### config.mk
export PLATFORM = sky130hd
export DESIGN_NAME = row_set_sequence_search_flat
export DESIGN_NICKNAME = d
export VERILOG_FILES = /design/src/rtl/rsss_pkg.sv /design/src/rtl/rsss_in_if.sv /design/src/rtl/rsss_out_if.sv /design/src/rtl/rsss_cfg_if.sv /design/src/rtl/row_set_sequence_search.sv /design/src/flat_wrapper.sv
export VERILOG_INCLUDE_DIRS = /design/src /design/src/rtl
export SDC_FILE = /design/constraint.sdc
export NUM_CORES = 1
export LEC_CHECK = 0
export ABC_CLOCK_PERIOD_IN_PS = 3310
export BUFFER_PORTS_ARGS = -buffer_cell sky130_fd_sc_hd__buf_2
export CAP_MARGIN = 25
export CORE_MARGIN = 3
export CORE_UTILIZATION = 35
export DETAILED_ROUTE_END_ITERATION = 10
export PLACE_DENSITY = 0.54
export SLEW_MARGIN = 5
export SYNTH_ARGS = -nofsm -noshare
export SYNTH_HDL_FRONTEND = slang
export SYNTH_SLANG_ARGS = --single-unit
### constraint.sdc
create_clock -name clk -period 3.31 [get_ports clk]
set_input_delay 0.4965 -clock clk [delete_from_list [all_inputs] [get_ports clk]]
set_output_delay 0.4965 -clock clk [all_outputs]
set_load 0.05 [all_outputs]
### src/rtl/row_set_sequence_search_macros.svh
// Assertion macros used by the row set sequence search RTL
`ifndef ROW_SET_SEQUENCE_SEARCH_MACROS_SVH
`define ROW_SET_SEQUENCE_SEARCH_MACROS_SVH

// Same-cycle implication, checked out of reset
`define RSSS_ASSERT_NOW(label, clk, rst_n, ante, cons) \
  label: assert property (@(posedge clk) disable iff (!rst_n) (ante) |-> (cons)) \
    else $error("rsss: same-cycle check failed");

// Next-cycle implication, checked out of reset
`define RSSS_ASSERT_NEXT(label, clk, rst_n, ante, cons) \
  label: assert property (@(posedge clk) disable iff (!rst_n) (ante) |=> (cons)) \
    else $error("rsss: next-cycle check failed");

`endif

### src/rtl/rsss_pkg.sv
// Package with widths, limits and register codes of the row set sequence search
`timescale 1ns / 1ps
package rsss_pkg;
  localparam int PATTERN_MAX    = 8;
  localparam int ROW_LENGTH_MAX = 4096;
  localparam int ROW_COUNT_MAX  = 65536;

  localparam int SYM_W  = 8;
  localparam int PAT_W  = 64;
  localparam int PLEN_W = 4;
  localparam int RLEN_W = 13;
  localparam int ROW_W  = 16;
  localparam int CNT_W  = $clog2(ROW_LENGTH_MAX + 1);
  localparam int CFG_IDX_W  = 2;
  localparam int CFG_DATA_W = 64;

  typedef enum logic [CFG_IDX_W-1:0] {
    CFG_PATTERN_CHARS  = 2'd0,
    CFG_PATTERN_LENGTH = 2'd1,
    CFG_ROW_LENGTH     = 2'd2
  } cfg_index_t;
endpackage

### src/rtl/rsss_in_if.sv
// Input channel interface: one matrix character per beat
`timescale 1ns / 1ps
interface rsss_in_if;
  logic                      valid;
  logic                      ready;
  logic [rsss_pkg::SYM_W-1:0] symbol;
  logic                      last;

  modport source (output valid, output symbol, output last, input ready);
  modport sink   (input valid, input symbol, input last, output ready);
endinterface

### src/rtl/rsss_out_if.sv
// Result channel interface: one search result per beat
`timescale 1ns / 1ps
interface rsss_out_if;
  logic                      valid;
  logic                      ready;
  logic                      found;
  logic [rsss_pkg::ROW_W-1:0] start_row;

  modport source (output valid, output found, output start_row, input ready);
  modport sink   (input valid, input found, input start_row, output ready);
endinterface

### src/rtl/rsss_cfg_if.sv
// Configuration write channel interface: register index and data per beat
`timescale 1ns / 1ps
interface rsss_cfg_if;
  logic                           valid;
  logic                           ready;
  logic [rsss_pkg::CFG_IDX_W-1:0]  index;
  logic [rsss_pkg::CFG_DATA_W-1:0] data;

  modport source (output valid, output index, output data, input ready);
  modport sink   (input valid, input index, input data, output ready);
endinterface

### src/rtl/row_set_sequence_search.sv
// Top level of the row set sequence search: input stage, row matcher, result register
// Path: an accepted character beat is registered in the input stage; the result of
//   a last-marked beat is then registered in the result register and driven on out_ch.
// Throughput: one character per cycle; the input stage stalls only while it holds
//   a last beat and the result register is still full and not being taken.
// Reset: synchronous, active low; clears pipeline valids and the matcher state,
//   pattern registers go to zero and the row length to one.
`timescale 1ns / 1ps
`include "row_set_sequence_search_macros.svh"
module row_set_sequence_search (
  input logic        clk,
  input logic        rst_n,
  rsss_in_if.sink    in_ch,
  rsss_out_if.source out_ch,
  rsss_cfg_if.sink   cfg_ch
);
  import rsss_pkg::*;

  localparam logic [ROW_W-1:0] ROW_LIMIT = ROW_W'(ROW_COUNT_MAX - 1);

  // Configuration registers
  logic [PAT_W-1:0]  pattern_chars_r;
  logic [PLEN_W-1:0] pattern_length_r;
  logic [RLEN_W-1:0] row_length_r;

  // Input stage
  logic             stg_valid_r, stg_valid_nxt;
  logic [SYM_W-1:0] stg_symbol_r;
  logic             stg_last_r;

  // Matcher state
  logic [PATTERN_MAX-1:0] row_hits_r, row_hits_nxt;
  logic [PATTERN_MAX-1:0] window_r, window_nxt;
  logic [CNT_W-1:0]       col_r, col_nxt;
  logic [ROW_W-1:0]       row_count_r, row_count_nxt;
  logic                   match_seen_r, match_seen_nxt;
  logic [ROW_W-1:0]       match_row_r, match_row_nxt;

  // Result register
  logic             out_valid_r, out_valid_nxt;
  logic             out_found_r, out_found_nxt;
  logic [ROW_W-1:0] out_start_row_r, out_start_row_nxt;

  // Datapath
  logic                   stg_adv;
  logic                   in_ready;
  logic [PLEN_W-1:0]      plen_eff;
  logic [CNT_W-1:0]       rowlen_eff;
  logic [PATTERN_MAX-1:0] plen_mask;
  logic [PATTERN_MAX-1:0] top_sel;
  logic [PATTERN_MAX-1:0] sym_hit;
  logic [PATTERN_MAX-1:0] hits_new;
  logic [PATTERN_MAX-1:0] win_new;
  logic [CNT_W-1:0]       col_inc;
  logic                   row_end;
  logic                   win_top;

  // The stage moves on unless it holds a last beat that has nowhere to go
  assign stg_adv  = stg_valid_r && (!stg_last_r || !out_valid_r || out_ch.ready);
  assign in_ready = !stg_valid_r || stg_adv;

  assign in_ch.ready      = in_ready;
  assign cfg_ch.ready     = 1'b1;
  assign out_ch.valid     = out_valid_r;
  assign out_ch.found     = out_found_r;
  assign out_ch.start_row = out_start_row_r;

  // Clamp the pattern length and the row length into their working ranges
  always_comb begin
    if (32'(pattern_length_r) > PATTERN_MAX) begin
      plen_eff = PLEN_W'(PATTERN_MAX);
    end else begin
      plen_eff = pattern_length_r;
    end
    if (row_length_r == '0) begin
      rowlen_eff = CNT_W'(1);
    end else if (32'(row_length_r) > ROW_LENGTH_MAX) begin
      rowlen_eff = CNT_W'(ROW_LENGTH_MAX);
    end else begin
      rowlen_eff = CNT_W'(row_length_r);
    end
  end

  // One comparator per pattern position, masked by the active length;
  // top_sel picks the window bit of the final pattern position.
  always_comb begin
    for (int a = 0; a < PATTERN_MAX; a++) begin
      plen_mask[a] = a < int'(plen_eff);
      top_sel[a]   = (a + 1) == int'(plen_eff);
      sym_hit[a]   = plen_mask[a] &&
                     (pattern_chars_r[SYM_W*a +: SYM_W] == stg_symbol_r);
    end
  end

  assign hits_new = row_hits_r | sym_hit;
  // Shift-and over rows: extend every surviving run by this row
  assign win_new  = PATTERN_MAX'({window_r, 1'b1}) & hits_new & plen_mask;
  assign win_top  = |(win_new & top_sel);
  assign col_inc  = col_r + CNT_W'(1);
  // A last beat closes the row even when it is partial
  assign row_end  = (col_inc >= rowlen_eff) || stg_last_r;

  always_comb begin
    stg_valid_nxt     = stg_valid_r;
    row_hits_nxt      = row_hits_r;
    window_nxt        = window_r;
    col_nxt           = col_r;
    row_count_nxt     = row_count_r;
    match_seen_nxt    = match_seen_r;
    match_row_nxt     = match_row_r;
    out_valid_nxt     = out_valid_r;
    out_found_nxt     = out_found_r;
    out_start_row_nxt = out_start_row_r;

    if (in_ready) begin
      stg_valid_nxt = in_ch.valid;
    end

    // Drop the result once the sink takes it
    if (out_valid_r && out_ch.ready) begin
      out_valid_nxt = 1'b0;
    end

    if (stg_adv) begin
      row_hits_nxt = hits_new;
      col_nxt      = col_inc;
      if (row_end) begin
        // Rows past the saturation point are not evaluated
        if (row_count_r < ROW_LIMIT) begin
          if (plen_eff != '0) begin
            window_nxt = win_new;
            if (!match_seen_r && win_top) begin
              match_seen_nxt = 1'b1;
              match_row_nxt  = row_count_r - ROW_W'(plen_eff) + ROW_W'(1);
            end
          end else begin
            window_nxt = '0;
          end
          row_count_nxt = row_count_r + ROW_W'(1);
        end
        row_hits_nxt = '0;
        col_nxt      = '0;
      end

      if (stg_last_r) begin
        out_valid_nxt = 1'b1;
        if (plen_eff == '0) begin
          // Empty pattern matches at the first row
          out_found_nxt     = 1'b1;
          out_start_row_nxt = '0;
        end else begin
          out_found_nxt     = match_seen_nxt;
          out_start_row_nxt = match_seen_nxt ? match_row_nxt : '0;
        end
        // Clear for the next matrix
        row_hits_nxt   = '0;
        window_nxt     = '0;
        col_nxt        = '0;
        row_count_nxt  = '0;
        match_seen_nxt = 1'b0;
        match_row_nxt  = '0;
      end
    end
  end

  always_ff @(posedge clk) begin
    if (!rst_n) begin
      pattern_chars_r  <= '0;
      pattern_length_r <= '0;
      row_length_r     <= RLEN_W'(1);
      stg_valid_r      <= 1'b0;
      row_hits_r       <= '0;
      window_r         <= '0;
      col_r            <= '0;
      row_count_r      <= '0;
      match_seen_r     <= 1'b0;
      match_row_r      <= '0;
      out_valid_r      <= 1'b0;
    end else begin
      if (cfg_ch.valid) begin
        case (cfg_index_t'(cfg_ch.index))
          CFG_PATTERN_CHARS: begin
            pattern_chars_r <= cfg_ch.data[PAT_W-1:0];
          end
          CFG_PATTERN_LENGTH: begin
            pattern_length_r <= cfg_ch.data[PLEN_W-1:0];
          end
          CFG_ROW_LENGTH: begin
            row_length_r <= cfg_ch.data[RLEN_W-1:0];
          end
          default: begin
            // Unknown register index: ignore the write
          end
        endcase
      end
      stg_valid_r  <= stg_valid_nxt;
      row_hits_r   <= row_hits_nxt;
      window_r     <= window_nxt;
      col_r        <= col_nxt;
      row_count_r  <= row_count_nxt;
      match_seen_r <= match_seen_nxt;
      match_row_r  <= match_row_nxt;
      out_valid_r  <= out_valid_nxt;
    end
  end

  // Payload registers: no reset needed
  always_ff @(posedge clk) begin
    if (in_ready && in_ch.valid) begin
      stg_symbol_r <= in_ch.symbol;
      stg_last_r   <= in_ch.last;
    end
    out_found_r     <= out_found_nxt;
    out_start_row_r <= out_start_row_nxt;
  end

  `RSSS_ASSERT_NOW(a_stall_only_on_full_result, clk, rst_n,
    !in_ready, stg_valid_r && stg_last_r && out_valid_r && !out_ch.ready)
  `RSSS_ASSERT_NEXT(a_last_loads_result, clk, rst_n,
    stg_adv && stg_last_r, out_valid_r)
  `RSSS_ASSERT_NEXT(a_last_clears_state, clk, rst_n,
    stg_adv && stg_last_r, row_count_r == '0 && col_r == '0 && !match_seen_r)
  `RSSS_ASSERT_NOW(a_miss_reports_row_zero, clk, rst_n,
    out_valid_r && !out_found_r, out_start_row_r == '0)

endmodule

### src/flat_wrapper.sv
// flat-port wrapper written by rule: the top's interface ports become plain ports
module row_set_sequence_search_flat import rsss_pkg::*;
  (clk, rst_n, in_ch_valid, in_ch_symbol, in_ch_last, in_ch_ready, out_ch_valid, out_ch_found, out_ch_start_row, out_ch_ready, cfg_ch_valid, cfg_ch_index, cfg_ch_data, cfg_ch_ready);
  rsss_in_if in_ch_i ();
  rsss_out_if out_ch_i ();
  rsss_cfg_if cfg_ch_i ();
  input logic clk;
  input logic rst_n;
  input wire logic [$bits(in_ch_i.valid)-1:0] in_ch_valid;
  input wire logic [$bits(in_ch_i.symbol)-1:0] in_ch_symbol;
  input wire logic [$bits(in_ch_i.last)-1:0] in_ch_last;
  output wire logic [$bits(in_ch_i.ready)-1:0] in_ch_ready;
  output wire logic [$bits(out_ch_i.valid)-1:0] out_ch_valid;
  output wire logic [$bits(out_ch_i.found)-1:0] out_ch_found;
  output wire logic [$bits(out_ch_i.start_row)-1:0] out_ch_start_row;
  input wire logic [$bits(out_ch_i.ready)-1:0] out_ch_ready;
  input wire logic [$bits(cfg_ch_i.valid)-1:0] cfg_ch_valid;
  input wire logic [$bits(cfg_ch_i.index)-1:0] cfg_ch_index;
  input wire logic [$bits(cfg_ch_i.data)-1:0] cfg_ch_data;
  output wire logic [$bits(cfg_ch_i.ready)-1:0] cfg_ch_ready;
  assign in_ch_i.valid = in_ch_valid;
  assign in_ch_i.symbol = in_ch_symbol;
  assign in_ch_i.last = in_ch_last;
  assign in_ch_ready = in_ch_i.ready;
  assign out_ch_valid = out_ch_i.valid;
  assign out_ch_found = out_ch_i.found;
  assign out_ch_start_row = out_ch_i.start_row;
  assign out_ch_i.ready = out_ch_ready;
  assign cfg_ch_i.valid = cfg_ch_valid;
  assign cfg_ch_i.index = cfg_ch_index;
  assign cfg_ch_i.data = cfg_ch_data;
  assign cfg_ch_ready = cfg_ch_i.ready;
  row_set_sequence_search u_core (.clk(clk), .rst_n(rst_n), .in_ch(in_ch_i), .out_ch(out_ch_i), .cfg_ch(cfg_ch_i));
endmodule
==> results of run 1 <==
-- routing by layer --
layer,part of all wire,up-vias,global-route usage
met5,0,-,0
met4,0.011,0,0.0452
met3,0.029,20,0.0222
met2,0.46,148,0.278
met1,0.50,3539,0.238
li1,-,3839,-
-- power groups by stage --
stage | clock network (uW) | logic [uW] | registers (uW)
finish | 1990 | 521 | 2190
global route | 2140 | 573 | 2200
CTS | 2040 | 512 | 2190
detailed placement | 0 | 505 | 2240
global placement | 0 | 501 | 2240
floorplan | 0 | 306 | 2240
-- final cells by class --
class,count,area share
Multi-Input combinational cell,779,0.478
Sequential cell,170,0.333
Timing Repair Buffer,156,0.0901
Clock buffer,20,0.0415
Tap cell,330,0.0374
Clock inverter,12,0.0109
Inverter,27,0.00918
-- repair_timing --
action | CTS | global route
pin swaps | 5 | 16
setup endpoints to repair | 35 | 75
resized for setup | 6 | 36
cloned | 0 | 1
setup buffers | 2 | 3
endpoints found under the hold margin | 0 | 0
-- per-stage QoR --
step / utilization / setup TNS, ns / std cells / hold slack (ns) / setup WS [ns]
global route: 0.433 / -6.04 / 1494 / 0.225 / -0.165
CTS: 0.428 / 0 / 1490 / 0.223 / 0.00114
detailed placement: 0.404 / -1.08 / 1456 / 0.457 / -0.0740
floorplan: - / -0.509 / 1038 / 0.431 / -0.0500
global placement: 0.404 / -0.0143 / 1456 / 0.448 / -0.0143
finish: 0.433 / -0.0810 / 1494 / 0.236 / -0.0424
-- cells in the mapped netlist (4+ instances only) --
cell       count
ha_1          44
a31oi_1        6
mux2i_1        4
a21boi_0      92
o2bb2ai_1      4
xnor2_1       49
a32o_1        23
dfxtp_1      144
or3_1          5
nor2_1        37
and2_1         9
nand2_1      227
clkbuf_1      40
o21ai_0       28
o21a_1         5
xor2_1        41
a21oi_1       35
o21bai_1       4
a21o_1         8
nor2b_1       14
nand3b_1      10
nand3_1       22
buf_1          4
and3_1        11
nor3_1        14
o2111ai_1      7
inv_1         27
nor4_1        10
buf_4          8
buf_2          6
edfxtp_1      26
nand4_1       11
-- state kept, by name, indices dropped and copies added, names as in the netlist, 8 cells and up --
name	cells
u_core.row_hits_r	8
u_core.pattern_chars_r	64
u_core.match_row_r	16
u_core.row_length_r	13
u_core.stg_symbol_r	8
u_core.row_count_r	16
u_core.out_ch.start_row	16
u_core.col_r	13
-- worst min path at each step --
stage / start / to / slack, ns / depth (start not counted)
5_1_grt: in_ch_symbol[4] / u_core.stg_symbol_r[4] / 0.23 / 1
3_3_place_gp: u_core.row_hits_r[4] / u_core.row_hits_r[4] / 0.45 / 2
3_5_place_dp: u_core.window_r[3] / u_core.window_r[3] / 0.46 / 2
2_1_floorplan: u_core.row_hits_r[7] / u_core.row_hits_r[7] / 0.43 / 2
4_1_cts: in_ch_symbol[7] / u_core.stg_symbol_r[7] / 0.22 / 1
6_report: in_ch_symbol[7] / u_core.stg_symbol_r[7] / 0.24 / 1
-- logic make-up after synthesis --
kind of cell | count (synthesis) | share of synthesized area
AND/OR/NAND/NOR | 398 | 0.204
AO/OA/AOI/OAI | 241 | 0.199
flip-flops | 170 | 0.400
XOR/XNOR | 90 | 0.0861
buffers and inverters | 89 | 0.0441
adder cells (fa/ha/maj) | 45 | 0.0623
multiplexers | 4 | 0.00437
other | 1 | 0.000409
==> impl_metrics.toml, run 1 <==
[synth]
synth-edff-count = 26
synth_cell_types = 74
synth-main-ff-cell = "dfxtp_1"
seq_area_frac_synth = 0.400
synth_area_sq_um = 9160
synth.avg_cell_area_sq_um = 8.82
synth_top_area_frac = 0.315
synth_top_area_cell = "dfxtp_1"
synth_warnings = 0
synth_area_leaders = "dfxtp_1 (31%), nand2_1 (9.3%), edfxtp_1 (8.5%)"
async_reset_ff_frac = 0
synth_fp_nets = 1163
syn_inst = 1038
synth-seq-cells = 170

[sta]
maxSlewViolCount = 0
setup_viol = 3
maxSlewHeadroom = 0.318
fmax_ghz = 0.298
clock_skew_ns = 0.0187
setup_slack_ns = -0.0424
rsz0062_at_grt = "true"
hold_viol = 0
period_minus_slack_ns = 3.35
timing.final.crit_share = 1.01
worst_pin_slew_ns = 1.02

[power_and_ir_drop]
seq_power_share = 0.466
p_comb_frac = 0.111
internal_power_uw = 3410
pwr_density_cell_nw_per_um2 = 426
p_leak_uw = 0.00425
switching_share = 0.275
p_clk_frac = 0.423
netSwitchingPower_uw = 1290
total_power_uw = 4700
peakVddDrop_mv = 0.312

[finish]
final_common_cell = "nand2_1"
final_cell_area_sq_um = 11000
diodes = 0
drive_above_1_share = 0.212
n_fill_cell = 2567
nNetsFinal = 1276
syn_to_final_growth_pct = 20.5
multiInputGateArea_sq_um = 5280
regArea_sq_um = 3680
final_cell_mix = "nand2_1 (227), dfxtp_1 (140), buf_2 (98), a21boi_0 (85), buf_4 (49)"

[placed_design]
dp.final_hpwl_um = 17000
portBuffers = 98
place.gp.congestion = 0.827
place_area_sq_um = 10300

[setup_path]
crit_top_cell = "and3_4"
end_kind = "flop"
critPathBufInv = 1
rrSetupSlack_ns = -0.04
worstSetupPathType = "flop to flop"
r2r_end = "u_core.row_count_r[13]"
crit_required_ns = 3.66
arrival_ns = 3.70
crit_slowest_cell = "or4_4"
rr_worst_depth = 14
worstPathCellList = "ha_4 -> and3_4 -> and3_4 -> and3_4 -> buf_6 -> xor2_1 -> ha_1 -> a21o_1 -> a221oi_4 -> a22oi_4 -> nand3_4 -> or4_4 -> or3_1 -> a21oi_1"
critPathCapture = "u_core.row_count_r[13]"
crit_path_start = "u_core.col_r[0]"
crit_fanout = 6
crit_path_start_kind = "flop"
path_depth = 14
cpPeakStageDelay_ns = 0.56
timing.rr.start = "u_core.col_r[0]"
crit_family = "simple AND/OR/NAND/NOR gates"

[min_path]
hold_path.class = "input pin to flop"

[routing]
firstDrtPassIters = 5
num_vias = 7546
routed_wl_um = 23900
postRouteAntennaNets = 0
drt_first_iter_violations = 456
drc = 0
detail_route.wl_per_cell_um = 16.0
via_per_inst = 5.05

[die]
start_util = 0.360
dieArea_sq_um = 28100
core_area_sq_um = 25500
io_pins = 100
rows = 58
die_w_um = 168
fp.dieH_um = 168

[global_route]
grt_use_total = 0.170
grt_first_pass_wirelength_um = 39100
grt_pass1_vias = 7416
overflow = 0
grt_start_max_net_pins = 126
antenna_found_initial = 0

[clock_tree]
cts_tree = "yes"
htreeDepth = 4
clockRootBuffer = "clkbuf_16"
clk_latency_ns = 0.43
cts_buffers = 17
cts_buffer_depth = 2
clock_sinks = 170
cts_hold_buf = 0
cts.clk_slew.worst_paths_ns = 0.07

[status]
failed_checks = "negative setup slack"
outcome = "finished, violations left"

[job]
maxCapViolations = 0
(Power assumes the default switching activity.)
==> inputs of run 2 (changes only) <==
--- a/config.mk
+++ b/config.mk
@@ -10,9 +10,9 @@
 export BUFFER_PORTS_ARGS = -buffer_cell sky130_fd_sc_hd__buf_2
 export CAP_MARGIN = 25
 export CORE_MARGIN = 3
-export CORE_UTILIZATION = 35
+export CORE_UTILIZATION = 43
 export DETAILED_ROUTE_END_ITERATION = 10
-export PLACE_DENSITY = 0.54
+export PLACE_DENSITY = 0.64
 export SLEW_MARGIN = 5
 export SYNTH_ARGS = -nofsm -noshare
 export SYNTH_HDL_FRONTEND = slang
==> run 2 against run 1 <==
The flow still finishes with violations (negative setup slack). Register-to-register slack better by 0.02 ns. Die area down 18%. Sequential share of layout area up 0.36 points. Routed wire length down 6.2%. Non-clock buffer count down 10. Flip-flop and latch count unchanged. Worst hold slack worse by 0.00060 ns. Final area down 1.2%. Combinational power down 5.4%. Fmax up 0.55%. Global-route usage up 2.1 points. Clock power about the same. Critical path type unchanged. Largest power group unchanged. Highest routed layer unchanged.
==> impl_metrics.toml, run 2 (synthesis results as in run 1) <==
[status]
outcome = "finished, violations left"
failed_checks = "negative setup slack"

[routing]
routed_wl_um = 22500
postRouteAntennaNets = 0
detail_route.wl_per_cell_um = 15.8
drt_first_iter_violations = 343
drc = 0
num_vias = 7520
via_per_inst = 5.28
firstDrtPassIters = 4

[sta]
timing.final.crit_share = 1.01
setup_slack_ns = -0.0242
period_minus_slack_ns = 3.33
setup_viol = 2
fmax_ghz = 0.300
worst_pin_slew_ns = 0.846
timing.hold.ws_ns = 0.235
clock_skew_ns = 0.0138
maxSlewViolCount = 0
maxSlewHeadroom = 0.434
rsz0062_at_grt = "true"
hold_viol = 0

[power_and_ir_drop]
peakVddDrop_mv = 0.406
p_leak_uw = 0.00420
total_power_uw = 4670
pwr_density_cell_nw_per_um2 = 429

[setup_path]
critPathBufInv = 1
cpPeakStageDelay_ns = 0.59
crit_slowest_cell = "or4_4"
end_kind = "flop"
crit_fanout = 5
arrival_ns = 3.69
crit_family = "simple AND/OR/NAND/NOR gates"
crit_required_ns = 3.66
worstPathCellList = "ha_4 -> and3_4 -> and3_4 -> and3_4 -> buf_6 -> xor2_1 -> ha_1 -> a21o_1 -> a221oi_4 -> a22oi_4 -> nand3_4 -> or4_4 -> or3_4 -> a21oi_2"
worstSetupPathType = "flop to flop"
crit_path_start_kind = "flop"
crit_top_cell = "and3_4"

[placed_design]
portBuffers = 98
place.gp.congestion = 0.852
placed_cells = 1388
place_area_sq_um = 10100
dp.final_hpwl_um = 16000

[die]
core_area_sq_um = 20600
io_pins = 100
start_util = 0.445
dieArea_sq_um = 23100
fp.dieH_um = 152
rows = 52
die_w_um = 152

[clock_tree]
cts_buffers = 17
cts_hold_buf = 0
clock_sinks = 170
htreeDepth = 4
clockRootBuffer = "clkbuf_16"
cts.clk_slew.worst_paths_ns = 0.07
clk_latency_ns = 0.44
cts_tree = "yes"
cts_buffer_depth = 2

[global_route]
grt_use_total = 0.192
grt_first_pass_wirelength_um = 36900
grt_pass1_vias = 7237
antenna_found_initial = 0
overflow = 0
grt_start_max_net_pins = 65

[finish]
final_common_cell = "nand2_1"
largest_reg_flops = 64
syn_to_final_growth_pct = 19.1
regMostFlops = "u_core.pattern_chars_r"
diodes = 0
final_cell_area_sq_um = 10900
final_core_util = 0.530
final_cell_mix = "nand2_1 (226), dfxtp_1 (140), buf_2 (98), a21boi_0 (88), xnor2_1 (45)"
fin_cells = 1424
nNetsFinal = 1266
drive_above_1_share = 0.206

[job]
maxCapViolations = 0

[min_path]
hold_path.class = "input pin to flop"
-- run 2: area by class of cell --
type | instances | area [sq um]
fillers | 1947 | 9650
multi-input cells | 779 | 5320
flip-flops and latches | 170 | 3670
repair buffers | 146 | 891
clock buffers | 17 | 425
well taps | 270 | 338
clock inverters | 15 | 155
inverters | 27 | 101
-- run 2: worst paths after layout --
check	start	to	slack [ns]	depth (start not counted)
worst min register to register	u_core.row_hits_r[4]	u_core.row_hits_r[4]	0.46	2
worst max-delay path	u_core.col_r[0]	u_core.row_count_r[15]	-0.02	14
worst min-delay path	in_ch_symbol[7]	u_core.stg_symbol_r[7]	0.24	1
worst max register to register	u_core.col_r[0]	u_core.row_count_r[15]	-0.02	14
-- run 2: power breakdown --
part	switching, uW	leakage (uW)	internal [uW]	total [uW]
clock network	920	0.000284	1070	1990
logic	287	0.00251	206	493
registers	52.6	0.00140	2140	2190
total	1260	0.00420	3410	4670
-- run 2: routing by layer --
| metal | wire length (um) | global-route usage | share of wire | up-vias |
|---|---|---|---|---|
| met2 | 10700 | 0.315 | 0.48 | 127 |
| met3 | 769 | 0.0356 | 0.034 | 23 |
| li1 | - | - | - | 3813 |
| met1 | 10700 | 0.263 | 0.48 | 3557 |
| met4 | 280 | 0.0471 | 0.012 | 0 |
| met5 | 0 | 0 | 0 | - |
-- run 2: repair_timing --
action	4_1_cts	5_1_grt
buffers inserted	0	3
gates cloned	0	1
endpoints found under the setup margin	31	61
gates resized for setup	4	43
pin swaps	1	17
-- run 2: worst reg2reg max path, stage by stage, from the launching register on --
cell	delay (ns)
dfxtp_4	0.36
ha_4	0.15
and3_4	0.14
and3_4	0.17
and3_4	0.20
buf_6	0.12
xor2_1	0.13
ha_1	0.29
a21o_1	0.16
a221oi_4	0.09
a22oi_4	0.24
nand3_4	0.14
or4_4	0.59
or3_4	0.35
a21oi_2	0.12
-- run 2: per-stage QoR --
step                      setup TNS, ns  worst slack [ns]
final                           -0.0252           -0.0242
after global routing              -4.04            -0.145
after CTS                             0            0.0151
after detailed placement         -0.510            -0.101
after global placement                0            0.0390
after floorplan                  -0.509           -0.0500
==> inputs of run 3 (changes only) <==
--- a/config.mk
+++ b/config.mk
@@ -12,7 +12,7 @@
 export CORE_MARGIN = 3
 export CORE_UTILIZATION = 43
 export DETAILED_ROUTE_END_ITERATION = 10
-export PLACE_DENSITY = 0.64
+export PLACE_DENSITY_LB_ADDON = 0.1
 export SLEW_MARGIN = 5
 export SYNTH_ARGS = -nofsm -noshare
 export SYNTH_HDL_FRONTEND = slang
==> run 3 against run 2 <==
The run now ends clean. Cell count increased by 0.70%. Clock-buffer cell count rose by 2. First-iteration DRC count up 8.7%. Total power up 0.26%.
==> impl_metrics.toml, run 3 (synthesis results as in run 1) <==
[status]
outcome = "finished, final reports clean"

[setup_path]
crit_slowest_cell = "or4_4"
crit_top_cell = "and3_4"
crit_path_start_kind = "flop"
crit_fanout = 16
critPathBufInv = 1
crit_required_ns = 3.68
end_kind = "flop"
rrSetupSlack_ns = 0.03
worstSetupPathType = "flop to flop"
arrival_ns = 3.66
crit_family = "simple AND/OR/NAND/NOR gates"
cpPeakStageDelay_ns = 0.54
worstPathCellList = "and3_4 -> and3_4 -> and3_4 -> nand3_4 -> xnor2_2 -> ha_2 -> or4_4 -> a221oi_4 -> o211ai_4 -> nand3_4 -> a211oi_2 -> a211oi_4 -> buf_12 -> a32o_1"

[die]
core_area_sq_um = 20600
dieArea_sq_um = 23100
io_pins = 100
die_w_um = 152
fp.dieH_um = 152
start_util = 0.445
rows = 52

[finish]
final_cell_area_sq_um = 11000
nNetsFinal = 1276
n_fill_cell = 1978
regMostFlops = "u_core.pattern_chars_r"
syn_to_final_growth_pct = 20.1
final_common_cell = "nand2_1"
final_cell_mix = "nand2_1 (226), dfxtp_1 (140), buf_2 (98), a21boi_0 (83), buf_4 (50)"
drive_above_1_share = 0.220
largest_reg_flops = 64
diodes = 0

[clock_tree]
clock_sinks = 170
cts.clk_slew.worst_paths_ns = 0.07
cts_buffers = 17
htreeDepth = 4
cts_buffer_depth = 2
cts_hold_buf = 0
cts_tree = "yes"
clk_latency_ns = 0.44
clockRootBuffer = "clkbuf_16"

[routing]
num_vias = 7460
drc = 0
detail_route.wl_per_cell_um = 15.9
firstDrtPassIters = 4
wl_met1_um = 10600
postRouteAntennaNets = 0
drt_first_iter_violations = 373
dr_wl_met3_um = 718
routed_wl_um = 22800
via_per_inst = 5.20
dr_wl_met2_um = 11000
top_layer_used = "met4"

[placed_design]
dp.final_hpwl_um = 16100
portBuffers = 98
place.gp.congestion = 0.831
place_area_sq_um = 10200
pre_cts_slack_ns = -0.117

[sta]
maxSlewHeadroom = 0.447
setup_slack_ns = 0.0260
maxSlewViolCount = 0
period_minus_slack_ns = 3.28
setup_viol = 0
timing.final.crit_share = 0.992
rsz0062_at_grt = "true"
fmax_ghz = 0.305
worst_pin_slew_ns = 0.827
hold_viol = 0
clock_skew_ns = 0.0117

[power_and_ir_drop]
p_leak_uw = 0.00426
pwr_density_cell_nw_per_um2 = 426
peakVddDrop_mv = 0.353
total_power_uw = 4690

[global_route]
grt_start_max_net_pins = 104
grt_use_total = 0.195
grt_first_pass_wirelength_um = 37400
antenna_found_initial = 0
overflow = 0
grt_pass1_vias = 7303

[min_path]
hold_path.class = "input pin to flop"

[job]
maxCapViolations = 0
[run 3: final timing paths]
kind / startpoint / end / cells past startpoint
worst min-delay path: in_ch_symbol[4] / u_core.stg_symbol_r[4] / 1
worst min register to register: u_core.window_r[4] / u_core.window_r[4] / 2
worst max-delay path: u_core.col_r[1] / u_core.match_row_r[11] / 14
worst max register to register: u_core.col_r[1] / u_core.match_row_r[11] / 14
[run 3: power breakdown]
part | total, uW | switching (uW) | internal [uW]
sequential | 2190 | 46.1 | 2140
combinational | 519 | 296 | 223
clock | 1980 | 899 | 1080
total | 4690 | 1240 | 3440
[run 3: area by class of cell]
| class | instances | area [sq um] | area share |
|---|---|---|---|
| multi-input combinational | 779 | 5320 | 0.484 |
| sequential | 170 | 3670 | 0.334 |
| timing repair buffer | 156 | 991 | 0.0901 |
| clock buffer | 19 | 443 | 0.0403 |
| tap | 270 | 338 | 0.0307 |
| clock inverter | 13 | 134 | 0.0122 |
| inverter | 27 | 101 | 0.00921 |
[run 3: through the flow]
stage,hold WS (ns),utilization,cells,TNS [ns]
finish,0.229,0.535,1434,0
global route,0.220,0.535,1434,-3.91
CTS,0.214,0.526,1428,0
detailed placement,0.452,0.496,1395,-0.775
global placement,0.445,0.496,1395,-0.00676
floorplan,0.431,-,1038,-0.509
[run 3: timing repair]
item	CTS	global route
pin swaps	1	12
setup endpoints to repair	32	73
gates resized for setup	6	44
setup buffers	1	6
[run 3: metal layers]
metal	vias to the layer above	GRT usage
li1	3842	-
met1	3477	0.258
met2	112	0.328
met3	29	0.0327
met4	0	0.0586
met5	-	0
